### src/sv/ssc_pkg.sv
// ssc_pkg: shared types and constants for the set subset and sum check block
// used by ssc_cell and set_subset_and_sum_check; no dependencies
package ssc_pkg;

  localparam int DATA_W       = 32;
  localparam int DEF_CAPACITY = 64;

  typedef enum logic [1:0] {
    ACT_CLEAR    = 2'd0,
    ACT_APPEND_A = 2'd1,
    ACT_APPEND_B = 2'd2,
    ACT_EVAL     = 2'd3
  } act_t;

  // element travelling around the ring during evaluation
  typedef struct packed {
    logic [DATA_W-1:0] val;
    logic              vld;
    logic              hit;
  } rot_t;

  // per-cycle commands from the controller to every cell
  typedef struct packed {
    logic shift_a;
    logic shift_b;
    logic load;
    logic rotate;
  } cell_ctl_t;

endpackage

### src/sv/ssc_cell.sv
// ssc_cell: one cell of the ring, holds one element of each list and one
// travelling element of each list; depends on ssc_pkg
module ssc_cell #(
  parameter int CNT_W = 7,
  parameter int IDX   = 0
) (
  input  logic                              clk,
  input  ssc_pkg::cell_ctl_t                ctl,
  input  logic [CNT_W-1:0]                  cnt_a,
  input  logic [CNT_W-1:0]                  cnt_b,
  input  logic [ssc_pkg::DATA_W-1:0]        a_in,
  input  logic [ssc_pkg::DATA_W-1:0]        b_in,
  output logic [ssc_pkg::DATA_W-1:0]        a_out,
  output logic [ssc_pkg::DATA_W-1:0]        b_out,
  input  ssc_pkg::rot_t                     ra_in,
  input  ssc_pkg::rot_t                     rb_in,
  output ssc_pkg::rot_t                     ra_out,
  output ssc_pkg::rot_t                     rb_out
);
  import ssc_pkg::*;

  logic [DATA_W-1:0] a_val_r;
  logic [DATA_W-1:0] b_val_r;
  rot_t              ra_r;
  rot_t              rb_r;
  logic              a_vld;
  logic              b_vld;

  assign a_vld = CNT_W'(IDX) < cnt_a;
  assign b_vld = CNT_W'(IDX) < cnt_b;

  always_ff @(posedge clk) begin
    if (ctl.shift_a) begin
      a_val_r <= a_in;
    end
    if (ctl.shift_b) begin
      b_val_r <= b_in;
    end
    if (ctl.load) begin
      ra_r <= '{val: a_val_r, vld: a_vld, hit: 1'b0};
      rb_r <= '{val: b_val_r, vld: b_vld, hit: 1'b0};
    end else if (ctl.rotate) begin
      ra_r <= ra_in;
      rb_r <= rb_in;
    end
  end

  assign a_out = a_val_r;
  assign b_out = b_val_r;

  // travelling a element meets the resident b element and vice versa
  always_comb begin
    ra_out     = ra_r;
    ra_out.hit = ra_r.hit | (b_vld & (ra_r.val == b_val_r));
    rb_out     = rb_r;
    rb_out.hit = rb_r.hit | (a_vld & (rb_r.val == a_val_r));
  end

endmodule

### config.mk
export PLATFORM = sky130hd
export DESIGN_NAME = ssc_cell
export DESIGN_NICKNAME = d
export VERILOG_FILES = /design/src/sv/ssc_pkg.sv /design/src/sv/ssc_cell.sv
export SDC_FILE = /design/constraint.sdc
export NUM_CORES = 1
export LEC_CHECK = 0
export BUFFER_PORTS_ARGS = -buffer_cell sky130_fd_sc_hd__buf_2
export CORE_MARGIN = 2
export CORE_UTILIZATION = 47
export CTS_BUF_LIST = sky130_fd_sc_hd__clkbuf_8 sky130_fd_sc_hd__clkbuf_16
export DETAILED_ROUTE_END_ITERATION = 12
export GPL_ROUTABILITY_DRIVEN = 1
export GPL_TIMING_DRIVEN = 0
export PLACE_DENSITY = 0.85
export SKIP_LAST_GASP = 1
export SLEW_MARGIN = 20
export SYNTH_ARGS = -nofsm -noshare
export SYNTH_HDL_FRONTEND = slang
export SYNTH_SLANG_ARGS = --single-unit
### constraint.sdc
create_clock -name clk -period 2.3 [get_ports clk]
set_input_delay 0.115 -clock clk [delete_from_list [all_inputs] [get_ports clk]]
set_output_delay 0.115 -clock clk [all_outputs]
set_load 0.05 [all_outputs]
## Word-level counts from Yosys, hierarchy flattened

Cells that the tools add are included.
Widths: inputs -> output; s select.

- Flip-flop bits (word level): 132
- Output and inout port bits: 132
- Word-level logic and storage cells: 21

- $lt $le $gt $ge: 2
- Equal/unequal tests: 2
- Muxes and demuxes: 4
- Bitwise gates (word level): 4
- Reduce and logical (&&, ||, !) cells: 1

Operators with widths:

| cell | count |
|---|---|
| $mux 34 | 4 |
| $eq 32x32->1 | 2 |
| $lt 1x7->1 const A | 2 |
| $and 1x1->1 | 2 |
| $or 1x1->1 | 2 |
| $reduce_bool 2->1 | 1 |

## Depth between registers and ports, before layout

Gate-level depths: netlist of the first run.

- Word-level depth: 3
- Mapped depth: 5

## Worst setup path before layout of the first run

No wires, ideal clock.

- Path kind: reg2out
- Start: register b_val_r[18], in the netlist b_out[18]
- End: output port ra_out[0] in the netlist's numbering
- Arrival time: 1.696 ns
- Setup slack: 0.489 ns
- Stages on the path, launching flop included: 5
- Buffers on the path: 0
- Cells stage by stage: edfxtp_1 > xnor2_1 > nand4_1 > nor4_1 > a41o_1

RTL lines:

| element | line | source |
|---|---|---|
| start: declaration | ssc_cell.sv:23 | `logic [DATA_W-1:0] b_val_r;` |
| start signal: assignment | ssc_cell.sv:37 | `b_val_r <= b_in;` |
| end: declaration | ssc_cell.sv:17 | `output ssc_pkg::rot_t ra_out,` |

==> flow_summary.json, run 1 <==
{
  "cap_violations": 0,
  "dpl.cell_count": 827,
  "ys_ff_latch": 132,
  "fin_skew_ns": 0.0151,
  "grt.total_usage": 0.339,
  "worstPathRequired_ns": 2.18,
  "cts-root-buf": "clkbuf_16",
  "final_area_um2": 9340,
  "power_density_nw_per_um2": 816,
  "fin_crit_sh": 0.980,
  "clock_sinks": 132,
  "worst-path-max-fanout": 3,
  "seq_area_um2": 3940,
  "nets": 948,
  "die_x_um": 116,
  "rsz0062_at_grt": "true",
  "cts.path.max_buffers": 2,
  "vias": 5282,
  "p_leak_nw": 4.14,
  "drc": 0,
  "viasPerCell": 5.40,
  "synth_enable_flop_cells": 130,
  "critPathKind": "reg2out",
  "synth.largest_area_cell": "edfxtp_1",
  "antenna_found_initial": 0,
  "first_pass_iters": 5,
  "drtIter0Drc": 566,
  "final.fill_count": 695,
  "grt_pass1_vias": 5636,
  "portBuffers": 281,
  "synth_top_area_share": 0.662,
  "syn_to_final_growth_pct": 58.4,
  "synth_ff_type": "edfxtp_1",
  "die_area_um2": 13500,
  "synth_area_leaders": "edfxtp_1, a22o_1, buf_4",
  "ys_seq_area_frac": 0.669,
  "period_needed_ns": 2.25,
  "syn-instance-count": 377,
  "peakVddDrop_mv": 0.516,
  "place_congestion": 0.849,
  "design.core.area_um2": 12100,
  "ant_nets": 0,
  "final_max_slew_viol_count": 0,
  "worst_pin_slew_ns": 1.02,
  "setup_viol": 0,
  "hold_viol": 0,
  "post_drt_wl_per_cell_um": 23.4,
  "setup_tns_ns": 0,
  "synth_nets": 528,
  "yosysMostFrequentCell": "edfxtp_1",
  "die_y_um": 116,
  "grt_max_degree": 43,
  "clk_pin_slew_worst_paths_ns": 0.05,
  "final_cells": 979,
  "synth_common_cells": "edfxtp_1, buf_4, a22o_1",
  "slew_headroom": 0.321,
  "crit_arrival_ns": 2.14,
  "cts_buffers": 17,
  "wirelength_um": 22900,
  "cts_tree": "built",
  "fmax_mhz": 444,
  "avgSynthCellArea_um2": 15.6,
  "htreeDepth": 4,
  "grt_pass1_wl_um": 32100,
  "hp-class": "in2reg",
  "grt.overflow.total": 0,
  "syn_area_um2": 5900,
  "crit_path_end_kind": "output port",
  "synthArstFlopShare": 0,
  "placement.cell_area_um2": 7530,
  "rows": 40,
  "ios": 283,
  "status": "finished, final reports clean",
  "multi_input_area_um2": 1410,
  "start_util": 0.487,
  "r2r_slack_ns": 1.25,
  "crit_path_start_kind": "register",
  "clk_latency_ns": 0.43,
  "holdWs_ns": 0.00759,
  "dp_hpwl_um": 13700,
  "drive_gt1_frac": 0.485,
  "ys_warn_count": 0,
  "synth_cell_type_count": 19
}
logic make-up (layout without fill, tap and decap cells):
| logic type | count (synthesis) | in the layout | share of synthesized area |
|---|---|---|---|
| AOI/OAI and AO/OA | 68 | 68 | 0.102 |
| xor gates and xnor gates | 64 | 64 | 0.0951 |
| DFF | 132 | 132 | 0.669 |
| buffers and inverters | 81 | 514 | 0.101 |
| other | 0 | 1 | 0 |
| and+or+nand+nor | 30 | 30 | 0.0297 |
| muxes | 2 | 2 | 0.00340 |
flip-flops by register name (all words and copies together) (netlist names):
signal  flops
rb_r        1
ra_r        1
rb_out     33
b_out      32
ra_out     33
a_out      32
placed cells by master, fill, tap and decap left out, drive strengths merged:
cell type	netlist	layout
dfxtp	2	2
nand2	2	2
a22o	66	66
xnor2	56	56
inv	0	6
or2	1	1
nor2b	1	1
dlygate4sd3	0	119
diode	0	1
clkbuf	5	28
edfxtp	130	130
nand4	14	14
xor2	8	8
buf	76	356
nor3	4	4
bufinv	0	1
clkinv	0	4
mux2i	2	2
nor4	6	6
a41o	2	2
nor2	2	2
area by class of cell:
| class | count | area share |
|---|---|---|
| well taps | 168 | 0.0225 |
| flip-flops and latches | 132 | 0.422 |
| multi-input cells | 164 | 0.151 |
| repair buffers | 401 | 0.281 |
| plain buffers | 81 | 0.0638 |
| clock buffers | 21 | 0.0514 |
| clock inverters | 11 | 0.00804 |
| diodes | 1 | 0.000268 |
where the power goes:
part / internal, mW / switching [mW]
Sequential: 2.91 / 0.207
Clock: 1.57 / 0.990
Combinational: 0.718 / 1.23
Total: 5.20 / 2.43
layer usage:
layer | part of all wire | vias up | GRT usage
li1 | - | 2228 | -
met1 | 0.33 | 2550 | 0.361
met2 | 0.52 | 424 | 0.598
met3 | 0.11 | 80 | 0.113
met4 | 0.038 | 0 | 0.172
met5 | 0 | - | 0
worst paths after layout:
kind	startpoint	to	depth (start not counted)
max	b_out[26]$_DFFE_PP_	ra_out[0]	5
min	rb_in[3]	rb_out[3]$_DFFE_PP_	2
max reg2reg	a_out[20]$_DFFE_PP_	ra_out[22]$_DFFE_PP_	1
min reg2reg	rb_r[0]$_SDFFE_PP0P_	rb_r[0]$_SDFFE_PP0P_	2
worst max-delay path: stages, from the launching register on:
cell	delay [ns]
edfxtp_1	0.47
xnor2_2	0.28
nand4_1	0.18
nor4_4	0.35
a41o_1	0.21
clkbuf_4	0.23
through the flow:
stage                      util  power [mW]  worst slack, ns
after floorplan               -        4.33            0.489
after global placement    0.620        4.84           0.0426
after detailed placement  0.622        4.86            0.289
after CTS                 0.768        7.55          -0.0234
after global routing      0.771        7.82         -0.00259
final                     0.771        7.62           0.0464
repair_timing:
action                                  4_1_cts  5_1_grt
hold endpoints to repair                    118        1
resized for setup                             5        4
gates cloned                                  0        0
endpoints found under the setup margin        2        2
hold buffers                                118        1
pin swaps                                     0        1
buffers inserted                              0        0
Note: power is estimated with default switching activity, not from simulation.
==> run 2, diff against run 1 <==
Settings changed: CORE_UTILIZATION 47 to 50, PLACE_DENSITY 0.85 to 0.9.
Clock period 2.3 ns to 2.6 ns, I/O delays scaled along.
==> flow_summary.json, run 2 (synthesized netlist as in run 1, its figures left out) <==
{
  "status": "finished, final reports clean",
  "portBuffers": 281,
  "design.core.area_um2": 11500,
  "clk_pin_slew_worst_paths_ns": 0.06,
  "rsz0062_at_grt": "false",
  "crit_arrival_ns": 2.29,
  "final_cell_mix": "buf_2, edfxtp_1, dlygate4sd3_1",
  "power_density_nw_per_um2": 764,
  "fin_crit_sh": 0.930,
  "antenna_cells": 0,
  "peakVddDrop_mv": 0.716,
  "grt_pass1_wl_um": 32900,
  "viasPerCell": 5.48,
  "multi_input_area_um2": 1370,
  "crit_path_start_kind": "register",
  "drtIter0Drc": 482,
  "rows": 39,
  "dp_slack_ns": 0.527,
  "max_stage_delay_ns": 0.44,
  "cts-root-buf": "clkbuf_16",
  "first_pass_iters": 5,
  "final.fill_count": 568,
  "crit_path_end_kind": "output port",
  "grt_max_degree": 37,
  "mostFrequentLayoutCell": "buf_2",
  "placement.cell_area_um2": 7500,
  "seq_area_um2": 3940,
  "drc": 0,
  "antenna_found_initial": 0,
  "die_y_um": 113,
  "cts.path.max_buffers": 2,
  "path_cells": "xnor2_1 > nand4_1 > nor4_2 > a41o_1 > buf_2",
  "crit_path_top_delay_cell": "edfxtp_1",
  "htreeDepth": 4,
  "nets": 942,
  "cts_tree": "built",
  "fin_skew_ns": 0.00996,
  "worst-path-max-fanout": 3,
  "hold_viol": 0,
  "grt.total_usage": 0.359,
  "setup_tns_ns": 0,
  "fmax_mhz": 414,
  "hp-class": "in2reg",
  "ant_nets": 0,
  "period_needed_ns": 2.42,
  "post_cts_buffers": 0,
  "final_max_slew_viol_count": 0,
  "p_leak_nw": 4.08,
  "ios": 283,
  "setup_slack_ns": 0.182,
  "vias": 5187,
  "setup_viol": 0,
  "die_area_um2": 12700,
  "grt.overflow.total": 0,
  "grt_pass1_vias": 5573,
  "post_drt_wl_per_cell_um": 23.8,
  "worst_pin_slew_ns": 0.996,
  "syn_to_final_growth_pct": 57.4,
  "wirelength_um": 22500,
  "clock_sinks": 132,
  "cts_buffers": 17,
  "dp_hpwl_um": 13500,
  "critPathKind": "reg2out",
  "final_area_um2": 9280,
  "die_x_um": 113,
  "cap_violations": 0,
  "drive_gt1_frac": 0.488,
  "r2r_slack_ns": 1.59,
  "worstPathRequired_ns": 2.47,
  "clk_latency_ns": 0.42,
  "total_power_mw": 7.09,
  "place_congestion": 0.875,
  "slew_headroom": 0.336,
  "start_util": 0.514
}
run 2: worst paths after layout:
path,to,cells past startpoint,startpoint
max,ra_out[0],5,b_out[21]$_DFFE_PP_
max reg2reg,rb_out[21]$_DFFE_PP_,1,b_out[19]$_DFFE_PP_
min,ra_out[3]$_DFFE_PP_,2,ra_in[3]
min reg2reg,rb_r[0]$_SDFFE_PP0P_,2,rb_r[0]$_SDFFE_PP0P_
run 2: worst max-delay path: cells and delay by family, from the launching register on:
kind	cells	cell delay, ns
DFF	1	0.44
and+or+nand+nor	2	0.56
buffers and inverters	1	0.27
AOI/OAI and AO/OA	1	0.23
xor gates and xnor gates	1	0.37
run 2: final cells by class:
class / instances / share of cell area
clock inverters: 15 / 0.0231
well taps: 143 / 0.0193
repair buffers: 395 / 0.276
clock buffers: 17 / 0.0458
flip-flops and latches: 132 / 0.425
multi-input cells: 164 / 0.147
plain buffers: 81 / 0.0642
run 2: what timing repair did:
action / CTS / global route
endpoints found under the setup margin: 0 / 1
hold buffers: 113 / 0
hold endpoints to repair: 113 / 0
resized for setup: 0 / 1
run 2: stage by stage:
step | hold WS, ns | util | std cells
floorplan | 0.229 | - | 377
global placement | 0.306 | 0.652 | 801
detailed placement | 0.308 | 0.654 | 802
CTS | 0.0000369 | 0.809 | 947
global route | 0.00825 | 0.809 | 947
finish | 0.0108 | 0.809 | 947
run 2: routing by layer:
layer | vias to the layer above | routed length (um) | global-route usage
met5 | - | 0 | 0
li1 | 2215 | - | -
met1 | 2523 | 7900 | 0.413
met3 | 58 | 1880 | 0.0842
met2 | 391 | 11900 | 0.635
met4 | 0 | 810 | 0.166
run 2: where the power goes:
group | internal [mW] | leakage, nW | switching [mW]
clock network | 1.69 | 0.301 | 0.943
registers | 2.57 | 1.34 | 0.180
logic | 0.622 | 2.44 | 1.09
total | 4.88 | 4.08 | 2.21
==> run 3, diff against run 2 <==
Settings changed: CORE_ASPECT_RATIO set to 1.25.
==> flow_summary.json, run 3 (synthesized netlist as in run 1, its figures left out) <==
{
  "status": "finished, final reports clean",
  "dp_hpwl_um": 13800,
  "ios": 283,
  "peakVddDrop_mv": 0.454,
  "crit_path_start_kind": "register",
  "final_cell_mix": "buf_2, edfxtp_1, dlygate4sd3_1",
  "grt_pass1_wl_um": 29800,
  "grt.overflow.total": 0,
  "grt.total_usage": 0.326,
  "final_cells": 907,
  "fmax_mhz": 402,
  "worstReg2RegEnd": "ra_out[16]$_DFFE_PP_",
  "drive_gt1_frac": 0.508,
  "ant_nets": 0,
  "htreeDepth": 4,
  "slew_headroom": 0.365,
  "syn_to_final_growth_pct": 50.9,
  "rsz0062_at_grt": "false",
  "crit_end": "ra_out[0]",
  "nets": 907,
  "viasPerCell": 5.45,
  "antenna_cells": 0,
  "portBuffers": 281,
  "dp_slack_ns": 0.309,
  "setup_slack_ns": 0.110,
  "setup_viol": 0,
  "rows": 44,
  "clk_latency_ns": 0.41,
  "cts_buffers": 17,
  "r2r_slack_ns": 1.54,
  "drtIter0Drc": 365,
  "start_util": 0.510,
  "crit_arrival_ns": 2.36,
  "cap_violations": 0,
  "reg2reg_from": "a_out[14]$_DFFE_PP_",
  "drc": 0,
  "clk_pin_slew_worst_paths_ns": 0.06,
  "cts_tree": "built",
  "worst-path-max-fanout": 3,
  "crit_path_end_kind": "output port",
  "dpl.cell_count": 797,
  "worstPathRequired_ns": 2.47,
  "worst_pin_slew_ns": 0.953,
  "fin_skew_ns": 0.0119,
  "hp-class": "in2reg",
  "design.core.area_um2": 11600,
  "mostFrequentLayoutCell": "buf_2",
  "p_leak_nw": 3.95,
  "hold_viol": 0,
  "post_drt_wl_per_cell_um": 22.9,
  "grt_max_degree": 43,
  "cts-root-buf": "clkbuf_16",
  "die_y_um": 125,
  "clock_sinks": 132,
  "reg2reg_depth": 1,
  "period_needed_ns": 2.49,
  "fin_crit_sh": 0.958,
  "holdWs_ns": 0.0105,
  "setup_tns_ns": 0,
  "final_max_slew_viol_count": 0,
  "antenna_found_initial": 0,
  "die_x_um": 101,
  "first_pass_iters": 4,
  "critPathKind": "reg2out",
  "wirelength_um": 20800,
  "grt_pass1_vias": 5226,
  "power_density_nw_per_um2": 773,
  "die_area_um2": 12700,
  "cp-startpoint": "b_out[17]$_DFFE_PP_",
  "place_congestion": 0.917,
  "vias": 4942,
  "cts.path.max_buffers": 2
}
[run 3: cell count changes in the layout (fill, tap and decap cells not counted)]
cell,before,now
dlygate4sd3_1,113,78
clkinv_2,1,4
clkinvlp_4,4,1
inv_1,1,4
clkinv_1,2,0
bufinv_16,5,4
clkbuf_8,0,1
clkinv_4,2,1
[run 3: power breakdown]
group          internal [mW]  switching [mW]  leakage (nW)  total, mW
clock                   1.61           0.878         0.314       2.49
combinational          0.587            1.05          2.29       1.63
sequential              2.57           0.176          1.34       2.75
total                   4.77            2.10          3.95       6.87
[run 3: layout make-up]
cell class	count	area, um^2
clock inverter	14	171
sequential	132	3940
fill	685	2670
multi-input combinational	164	1370
clock buffer	18	439
buffer	81	596
timing repair buffer	360	2210
tap	138	173
[run 3: layer usage]
layer,track usage,wire length [um],share of wire,vias up
li1,-,-,-,2143
met1,0.378,7420,0.36,2421
met2,0.580,11200,0.54,338
met3,0.0632,1660,0.080,40
met4,0.138,446,0.021,0
met5,0,0,0,-
[run 3: worst min-delay path by stage]
stage	to	start	slack (ns)	depth (start not counted)
2_1_floorplan	a_out[0]$_DFFE_PP_	a_in[0]	0.23	0
3_3_place_gp	b_out[8]$_DFFE_PP_	b_in[8]	0.31	1
3_5_place_dp	a_out[3]$_DFFE_PP_	a_in[3]	0.31	1
4_1_cts	rb_out[15]$_DFFE_PP_	rb_in[15]	0.00006	2
5_1_grt	ra_out[26]$_DFFE_PP_	ra_in[26]	0.003	2
6_report	ra_out[6]$_DFFE_PP_	ra_in[6]	0.01	2
[run 3: timing repair]
item,CTS,global route
hold endpoints to repair,78,0
hold buffers,78,0
resized for setup,1,0
endpoints found under the setup margin,1,0
setup buffers,0,0
[run 3: metrics by stage]
step / area (um^2) / power [mW] / util
final: 8890 / 6.87 / 0.769
after global routing: 8890 / 7.05 / 0.769
after CTS: 8890 / 6.85 / 0.769
after detailed placement: 7500 / 4.30 / 0.648
after global placement: 7470 / 4.27 / 0.647
after floorplan: 5900 / 3.83 / -
[run 3: critical path, stage by stage (launching register included)]
cell and delay [ns]:
edfxtp_1 0.45, xnor2_1 0.31, nand4_1 0.21, nor4_1 0.47, a41o_1 0.23, buf_2 0.27
